===== src/rtl/nonce_registration_table_defines.svh =====
// ----------------------------------------------------------------------------
// nonce registration table: assertion macros
// concurrent assertion wrappers, empty when synthesizing
// ----------------------------------------------------------------------------
`ifndef NONCE_REGISTRATION_TABLE_DEFINES_SVH
`define NONCE_REGISTRATION_TABLE_DEFINES_SVH

`ifndef SYNTHESIS
// checked only while out of reset
`define NRT_ASSERT(name, prop) \
  name: assert property (@(posedge clk) disable iff (rst) prop) \
    else $error("nonce registration table: assertion failed");
// checked on every edge, reset included
`define NRT_ASSERT_ALWAYS(name, prop) \
  name: assert property (@(posedge clk) prop) \
    else $error("nonce registration table: assertion failed");
`else
`define NRT_ASSERT(name, prop)
`define NRT_ASSERT_ALWAYS(name, prop)
`endif

`endif


===== src/rtl/nrt_pkg.sv =====
// ----------------------------------------------------------------------------
// nrt_pkg
// types and constants shared by the table cells and the top level
// ----------------------------------------------------------------------------
package nrt_pkg;

  localparam int OP_W    = 2;
  localparam int NODE_W  = 16;
  localparam int NONCE_W = 10;
  localparam int AID_W   = 16;

  localparam int TABLE_DEPTH = 16;
  localparam int NONCE_COUNT = 1024;
  // candidate nonce counter, wide enough to hold the nonce count itself
  localparam int CAND_W      = $clog2(NONCE_COUNT + 1);

  typedef enum logic [OP_W-1:0] {
    OP_REGISTER = 2'd0,
    OP_ASSIGN   = 2'd1,
    OP_CONFIRM  = 2'd2
  } op_e;

  typedef struct packed {
    logic [OP_W-1:0]    op;
    logic [NODE_W-1:0]  node_id;
    logic [NONCE_W-1:0] nonce_in;
    logic [AID_W-1:0]   assigned_id_in;
  } req_t;

  typedef struct packed {
    logic               found;
    logic [NONCE_W-1:0] nonce_out;
    logic [AID_W-1:0]   assigned_id_out;
    logic               table_full;
  } rsp_t;

  // one table entry as handed down the chain on removal
  typedef struct packed {
    logic               valid;
    logic [NODE_W-1:0]  node;
    logic [NONCE_W-1:0] nonce;
    logic [AID_W-1:0]   aid;
  } entry_t;

  // lookup token moving one cell per cycle
  typedef struct packed {
    logic               active;
    logic               hit;
    logic [NONCE_W-1:0] nonce;
    logic [AID_W-1:0]   aid;
  } tok_t;

  // write commands broadcast to all cells
  typedef struct packed {
    logic               load;
    logic               set_aid;
    logic               drop;
    logic [NODE_W-1:0]  node;
    logic [NONCE_W-1:0] nonce;
    logic [AID_W-1:0]   aid;
  } cell_ctl_t;

endpackage


===== src/rtl/nrt_cell.sv =====
// ----------------------------------------------------------------------------
// nrt_cell
// one table slot: holds an entry, matches the key, passes the lookup token
// ----------------------------------------------------------------------------
module nrt_cell #(
  parameter int DEPTH = nrt_pkg::TABLE_DEPTH,
  parameter int IDX   = 0
) (
  input  logic                        clk,
  input  logic                        rst,
  input  nrt_pkg::req_t               key,
  input  logic [nrt_pkg::CAND_W-1:0]  probe,
  input  nrt_pkg::cell_ctl_t          ctl,
  input  logic [$clog2(DEPTH)-1:0]    ctl_idx,
  input  nrt_pkg::entry_t             nb_entry,
  output nrt_pkg::entry_t             entry,
  input  nrt_pkg::tok_t               tok_in,
  input  logic [$clog2(DEPTH)-1:0]    tok_idx_in,
  output nrt_pkg::tok_t               tok_out,
  output logic [$clog2(DEPTH)-1:0]    tok_idx_out,
  output logic                        probe_hit
);

  localparam int IW = $clog2(DEPTH);
  localparam logic [IW-1:0] MY_IDX = IW'(IDX);

  logic                        valid;
  logic [nrt_pkg::NODE_W-1:0]  node;
  logic [nrt_pkg::NONCE_W-1:0] nonce;
  logic [nrt_pkg::AID_W-1:0]   aid;
  logic                        match;

  assign entry = '{valid: valid, node: node, nonce: nonce, aid: aid};

  always_comb begin
    match = 1'b0;
    case (key.op)
      nrt_pkg::OP_REGISTER: match = (node == key.node_id);
      nrt_pkg::OP_ASSIGN:   match = (nonce == key.nonce_in);
      nrt_pkg::OP_CONFIRM:  match = (aid == key.assigned_id_in) && (key.assigned_id_in != '0);
      default:              match = 1'b0;
    endcase
    match = match && valid;
  end

  always_ff @(posedge clk) begin
    if (rst) begin
      valid <= 1'b0;
    end else if (ctl.drop && (MY_IDX >= ctl_idx)) begin
      // removal: younger entries move one slot toward the head
      valid <= nb_entry.valid;
      node  <= nb_entry.node;
      nonce <= nb_entry.nonce;
      aid   <= nb_entry.aid;
    end else if (ctl.load && (MY_IDX == ctl_idx)) begin
      valid <= 1'b1;
      node  <= ctl.node;
      nonce <= ctl.nonce;
      aid   <= '0;
    end else if (ctl.set_aid && (MY_IDX == ctl_idx)) begin
      aid <= ctl.aid;
    end
  end

  // first hit on the way wins, so the oldest match is kept
  always_ff @(posedge clk) begin
    if (rst) begin
      tok_out     <= '0;
      tok_idx_out <= '0;
    end else if (tok_in.active && !tok_in.hit && match) begin
      tok_out     <= '{active: 1'b1, hit: 1'b1, nonce: nonce, aid: aid};
      tok_idx_out <= MY_IDX;
    end else begin
      tok_out     <= tok_in;
      tok_idx_out <= tok_idx_in;
    end
  end

  always_ff @(posedge clk) begin
    probe_hit <= valid && (probe == nrt_pkg::CAND_W'(nonce));
  end

endmodule


===== src/rtl/nonce_registration_table.sv =====
// ----------------------------------------------------------------------------
// nonce_registration_table
// registration table in insertion order with lowest free nonce allocation
// ----------------------------------------------------------------------------
// channel   dir  handshake              payload
// command   in   start & !busy          req (op, node_id, nonce_in, assigned_id_in)
// result    out  done, one cycle        rsp (found, nonce_out, assigned_id_out, table_full)
//
// a lookup token walks the cell chain one slot per cycle: busy while it walks,
// then the result strobe
// a register miss adds a free nonce search, each candidate nonce tried in S_PROBE
// then S_CHECK, at most (entries held + 1) candidates
// one transaction at a time; busy drops in the cycle of done, so the next
// transaction can be taken at the edge that ends the strobe; results cannot stall
// synchronous reset empties the table; no clearing pass is needed
// ----------------------------------------------------------------------------
`include "nonce_registration_table_defines.svh"

module nonce_registration_table #(
  parameter int TABLE_DEPTH = nrt_pkg::TABLE_DEPTH
) (
  input  logic          clk,
  input  logic          rst,
  input  logic          start,
  input  nrt_pkg::req_t req,
  output logic          busy,
  output logic          done,
  output nrt_pkg::rsp_t rsp
);

  localparam int IW = $clog2(TABLE_DEPTH);
  localparam int CW = $clog2(TABLE_DEPTH + 1);
  localparam logic [nrt_pkg::CAND_W-1:0] CAND_LAST =
    nrt_pkg::CAND_W'(nrt_pkg::NONCE_COUNT - 1);

  typedef enum logic [2:0] {
    S_IDLE,
    S_LAUNCH,
    S_SCAN,
    S_PROBE,
    S_CHECK
  } state_t;

  state_t                      state;
  nrt_pkg::req_t               key;
  logic [CW-1:0]               cnt;
  logic [nrt_pkg::CAND_W-1:0]  cand;

  nrt_pkg::tok_t               tok_chain [TABLE_DEPTH+1];
  logic [IW-1:0]               idx_chain [TABLE_DEPTH+1];
  nrt_pkg::entry_t             ent       [TABLE_DEPTH+1];
  logic [TABLE_DEPTH-1:0]      probe_vec;
  logic [TABLE_DEPTH-1:0]      valid_vec;
  logic                        probe_any;
  nrt_pkg::tok_t               tok_end;
  nrt_pkg::cell_ctl_t          ctl;
  logic [IW-1:0]               ctl_idx;

  assign busy      = (state != S_IDLE);
  assign probe_any = |probe_vec;
  assign tok_end   = tok_chain[TABLE_DEPTH];

  assign tok_chain[0] = '{active: (state == S_LAUNCH), hit: 1'b0, nonce: '0, aid: '0};
  assign idx_chain[0] = '0;
  assign ent[TABLE_DEPTH] = '0;

  for (genvar i = 0; i < TABLE_DEPTH; i++) begin : g_cell
    nrt_cell #(
      .DEPTH (TABLE_DEPTH),
      .IDX   (i)
    ) u_cell (
      .clk         (clk),
      .rst         (rst),
      .key         (key),
      .probe       (cand),
      .ctl         (ctl),
      .ctl_idx     (ctl_idx),
      .nb_entry    (ent[i+1]),
      .entry       (ent[i]),
      .tok_in      (tok_chain[i]),
      .tok_idx_in  (idx_chain[i]),
      .tok_out     (tok_chain[i+1]),
      .tok_idx_out (idx_chain[i+1]),
      .probe_hit   (probe_vec[i])
    );
    assign valid_vec[i] = ent[i].valid;
  end

  always_comb begin
    ctl     = '0;
    ctl_idx = idx_chain[TABLE_DEPTH];
    if ((state == S_SCAN) && tok_end.active && tok_end.hit) begin
      if (key.op == nrt_pkg::OP_ASSIGN) begin
        ctl.set_aid = 1'b1;
        ctl.aid     = key.assigned_id_in;
      end else if (key.op == nrt_pkg::OP_CONFIRM) begin
        ctl.drop = 1'b1;
      end
    end else if ((state == S_CHECK) && !probe_any) begin
      // append at the tail; only reached with a free slot
      ctl.load  = 1'b1;
      ctl.node  = key.node_id;
      ctl.nonce = cand[nrt_pkg::NONCE_W-1:0];
      ctl_idx   = cnt[IW-1:0];
    end
  end

  always_ff @(posedge clk) begin
    if (rst) begin
      state <= S_IDLE;
      done  <= 1'b0;
      cnt   <= '0;
    end else begin
      case (state)
        S_IDLE: begin
          done <= 1'b0;
          if (start) begin
            key   <= req;
            state <= S_LAUNCH;
          end
        end
        S_LAUNCH: begin
          done  <= 1'b0;
          state <= S_SCAN;
        end
        S_SCAN: begin
          if (!tok_end.active) begin
            done <= 1'b0;
          end else if (tok_end.hit) begin
            rsp   <= '{found: 1'b1, nonce_out: tok_end.nonce,
                       assigned_id_out: tok_end.aid, table_full: 1'b0};
            done  <= 1'b1;
            state <= S_IDLE;
            if (key.op == nrt_pkg::OP_CONFIRM) begin
              cnt <= cnt - 1'b1;
            end
          end else if ((key.op == nrt_pkg::OP_REGISTER) && (cnt != CW'(TABLE_DEPTH))) begin
            done  <= 1'b0;
            cand  <= nrt_pkg::CAND_W'(1);
            state <= S_PROBE;
          end else begin
            // a register miss on a full table flags full, any other miss is all zero
            rsp   <= '{found: 1'b0, nonce_out: '0, assigned_id_out: '0,
                       table_full: (key.op == nrt_pkg::OP_REGISTER)};
            done  <= 1'b1;
            state <= S_IDLE;
          end
        end
        S_PROBE: begin
          done  <= 1'b0;
          state <= S_CHECK;
        end
        S_CHECK: begin
          if (!probe_any) begin
            cnt   <= cnt + 1'b1;
            rsp   <= '{found: 1'b0, nonce_out: cand[nrt_pkg::NONCE_W-1:0],
                       assigned_id_out: '0, table_full: 1'b0};
            done  <= 1'b1;
            state <= S_IDLE;
          end else if (cand == CAND_LAST) begin
            // every nonce from one upward is taken
            rsp   <= '{found: 1'b0, nonce_out: '0, assigned_id_out: '0, table_full: 1'b1};
            done  <= 1'b1;
            state <= S_IDLE;
          end else begin
            done  <= 1'b0;
            cand  <= cand + 1'b1;
            state <= S_PROBE;
          end
        end
        default: begin
          done  <= 1'b0;
          state <= S_IDLE;
        end
      endcase
    end
  end

  `NRT_ASSERT(a_done_single, done |=> !done)
  `NRT_ASSERT(a_accept_busy, (start && !busy) |=> busy)
  `NRT_ASSERT(a_count_matches_valid, cnt == $countones(valid_vec))
  `NRT_ASSERT(a_result_exclusive, done |-> !(rsp.found && rsp.table_full))
  `NRT_ASSERT(a_drop_nonempty, ctl.drop |-> (cnt != '0))
  `NRT_ASSERT_ALWAYS(a_write_exclusive, $onehot0({ctl.load, ctl.set_aid, ctl.drop}))

endmodule


===== config.mk =====
export PLATFORM = sky130hd
export DESIGN_NAME = nonce_registration_table
export DESIGN_NICKNAME = d
export VERILOG_FILES = /design/src/rtl/nrt_pkg.sv /design/src/rtl/nrt_cell.sv /design/src/rtl/nonce_registration_table.sv
export VERILOG_INCLUDE_DIRS = /design/src /design/src/rtl
export SDC_FILE = /design/constraint.sdc
export NUM_CORES = 2
export LEC_CHECK = 0
export BUFFER_PORTS_ARGS = -buffer_cell sky130_fd_sc_hd__buf_2
export CORE_MARGIN = 2
export CORE_UTILIZATION = 63
export DETAILED_ROUTE_END_ITERATION = 7
export PLACE_DENSITY = 0.8
export SLEW_MARGIN = 20
export SYNTH_ARGS = -nofsm -noshare
export SYNTH_HDL_FRONTEND = slang
export SYNTH_SLANG_ARGS = --single-unit

===== constraint.sdc =====
create_clock -name clk -period 6.46 [get_ports clk]
set_input_delay 0 -clock clk [delete_from_list [all_inputs] [get_ports clk]]
set_output_delay 0 -clock clk [all_outputs]
set_load 0.02 [all_outputs]

==> results.md <==
* Status: completed
* Mapped Cells at 4870
* Final worst setup slack at 2210 ps
* Synth Area in Simple Gates at 9.38%
* Die height at 307 um
* Register area share after synthesis at 57.6%
* CP max FO at 45
* Initial antenna violation count at 3
* Power per cell area at 267 mW/mm^2
* Commonest non-fill, non-tap cell in the layout: edfxtp_1
* Fin crit share at 65.7%
* Layout Nets at 4968
* R2R depth at 10
* Placer's final routability congestion estimate at 0.994
* Slew @ Worst Pin at 1200 ps
* Ys async rst share at 0%
* Slew HR at 19.8%
* Placement Setup Slack at 1950 ps
* Multiplexer share of the synthesized area at 6.28%
* Adder-Cell Fraction of Synth Area at 0.121%
* WP data required at 6900 ps
* Post-DR wirelength/cell at 25.9 um
* Clock root buffer: clkbuf_16
* FF-to-FF Start: state[0]$_SDFFE_PP0P_
* CTS sink cnt at 1293
* Period minus WS final at 4250 ps
* Skew-Pair Late Insertion Delay at 740 ps
* Final setup vio count at 0
* Yosys top cell area share at 39.1%
* Post-synthesis compound-gate area fraction at 10.5%
* RSZ-0062 raised after global routing: no
* TNS Setup at 0 ps
* Synth area leader: edfxtp_1
* Grt total ovfl at 0
* Leakage Power at 27.5 nW
* Fin. max-slew vios at 0
* Post-CTS setup buffer count at 0
* Top Ports at 77
* First-pass GRT wire length at 242000 um
* Initial core utilization at 63.4%
* P&R area growth vs syn at 11.7%
* Hold path cells at 2
* CTS tree: built
* Distinct cells, synth at 66
* ANT nets after route at 0
* Area contributors post-synth: edfxtp_1, dfxtp_1, xor2_1
* Maxcap violations at 0
* Vias per Instance at 6.30
* R2r endpoint: g_cell[10].u_cell.node[0]$_DFFE_PP_
* Die X at 307 um
* Clock Pin Slew Worst Setup and Hold Paths at 60 ps
* Number of synthesized register bits at 1293
* GRT Overall Usage at 33.9%
* Pre-Repair DR Iteration Count at 6
* Most frequent cells in the layout: edfxtp_1, a21o_1, xor2_1
* Synthesized Nets at 4922
* Hold/Removal Path Class: in2reg
* Post-DP HPWL at 109000 um
* Initial DRC count at 4822
* Post-synthesis cell area at 0.0580 mm^2
* Crit path DAT at 4680 ps
* N_diodes at 0
* Synth warn at 0
* Primary FF master, synth: edfxtp_1
* Xor/xnor share of the synthesized area at 12.7%
* Core box area at 0.0915 mm^2
* Hold Path Sink: key[43]$_DFFE_PP_
* CTS Buffer Depth at 3
* Layout cell share with drive strength beyond 1 at 9.47%
* Min-delay src: req[43]
* Critical path type: reg2reg
* Row count at 111
* Vias in the first global route at 39000
* DR DRC count at 0
* Die area at 0.0945 mm^2
* Largest family of logic cells by synthesized area: XOR/XNOR gates
* Worst setup EP type: register
* Port bufs at 76
* Htree depth at 4
* Final Hold Fails at 0
* Largest net degree at the start of global routing at 142
* Clock Skews at 31.8 ps
* CP startpoint kind: register
* Syn_area_per_cell at 11.9 um^2
* R2R Setup Slk at 2210 ps
* Drt total wl at 161000 um
* VDD IR max at 0.207 mV
* Vias at 39100
* Num CTS Buffers at 133
* FMAX at 236 MHz
* Number of synthesized flops with an enable pin at 755
## worst max-delay path: stages, from the launching register on
cell      delay [ps]
dfxtp_1          350
nor2_1           170
and2_1           150
buf_4            360
clkinv_1         410
buf_4            360
o211ai_1         280
o2111a_2         840
a21oi_1          200
nor2_4           570
buf_4            230
## worst max path at each step
stage | from | end
finish | state[0]$_SDFFE_PP0P_ | g_cell[10].u_cell.node[0]$_DFFE_PP_
CTS | state[0]$_SDFFE_PP0P_ | g_cell[10].u_cell.node[0]$_DFFE_PP_
global route | state[0]$_SDFFE_PP0P_ | g_cell[10].u_cell.node[0]$_DFFE_PP_
detailed placement | state[0]$_SDFFE_PP0P_ | g_cell[10].u_cell.node[7]$_DFFE_PP_
global placement | state[0]$_SDFFE_PP0P_ | g_cell[10].u_cell.node[0]$_DFFE_PP_
floorplan | state[2]$_SDFFE_PP0P_ | key[0]$_DFFE_PP_
## layer usage
metal,wire length [um],vias up,global-route usage [%]
met1,67200,19200,49.0
met2,70600,2281,50.3
met4,6790,6,14.7
met5,40,-,0
met3,16000,360,5.99
li1,-,17300,-
## cells by family after synthesis
logic type	after synthesis
flip-flops	1293
AND/OR/NAND/NOR	1111
XOR/XNOR	844
AO/OA/AOI/OAI	827
buffers and inverters	426
multiplexers	364
adder cells (fa/ha/maj)	5
## final cells by class
type | count | area [um^2]
sequential | 1293 | 33400
fill | 6116 | 26700
multi-input combinational | 3151 | 23000
clock buffer | 203 | 3940
timing repair buffer | 309 | 2460
tap | 1186 | 1480
clock inverter | 41 | 407
inverter | 28 | 105
## flip-flops by register name, summed over array words and instances, names as in the netlist
| register | cells |
|---|---|
| g_cell.u_cell.tok_out | 448 |
| g_cell.u_cell.aid | 256 |
| g_cell.u_cell.node | 256 |
| g_cell.u_cell.nonce | 160 |
| g_cell.u_cell.tok_idx_out | 49 |
| key | 44 |
| rsp | 28 |
| g_cell.u_cell.probe_hit | 16 |
| g_cell.u_cell.valid | 16 |
| cand | 11 |
| cnt | 5 |
| state | 3 |
| done | 1 |
## cell usage after synthesis (all sizes together), types with 3 or more instances
master    n
inv      27
o221ai   11
xor2    602
clkbuf  236
dfxtp   538
and3     48
nor2b    20
nor3b     9
buf     162
a221oi    7
nand2    61
nor2    501
a31oi    12
o21ai    45
nor4    147
or4       5
and2     56
a21o    632
xnor2   242
o211ai    6
nand4    87
mux2i   364
edfxtp  755
or2       4
a211oi   16
nor3     73
a221o     3
a21oi    66
a311oi    5
o22ai     4
or3       4
nand2b    6
nand4b    3
ha        4
nand3    83
## per-stage QoR
stage	std cells	power [mW]	hold WS (ps)	cell area (um^2)	utilization (%)
final	6211	17.3	82.3	64800	70.8
after global routing	6211	17.7	84.8	64800	70.8
after CTS	6206	17.3	23.5	64600	70.6
after detailed placement	5874	9.72	178	59400	64.9
after global placement	5874	9.70	178	59400	64.9
after floorplan	4870	9.43	88.5	58000	-
## power by group
group	leakage (nW)	internal, mW	total, mW	switching [mW]
Combinational	14.0	0.309	0.860	0.551
Clock	2.13	4.46	7.67	3.21
Sequential	11.3	8.69	8.76	0.0691
## repair_timing
action                    in CTS  in global routing
hold buffers                  88                  0
gates resized for setup        0                  0
hold endpoints to repair     121                  0
Note: power is estimated with default switching activity, not from simulation.
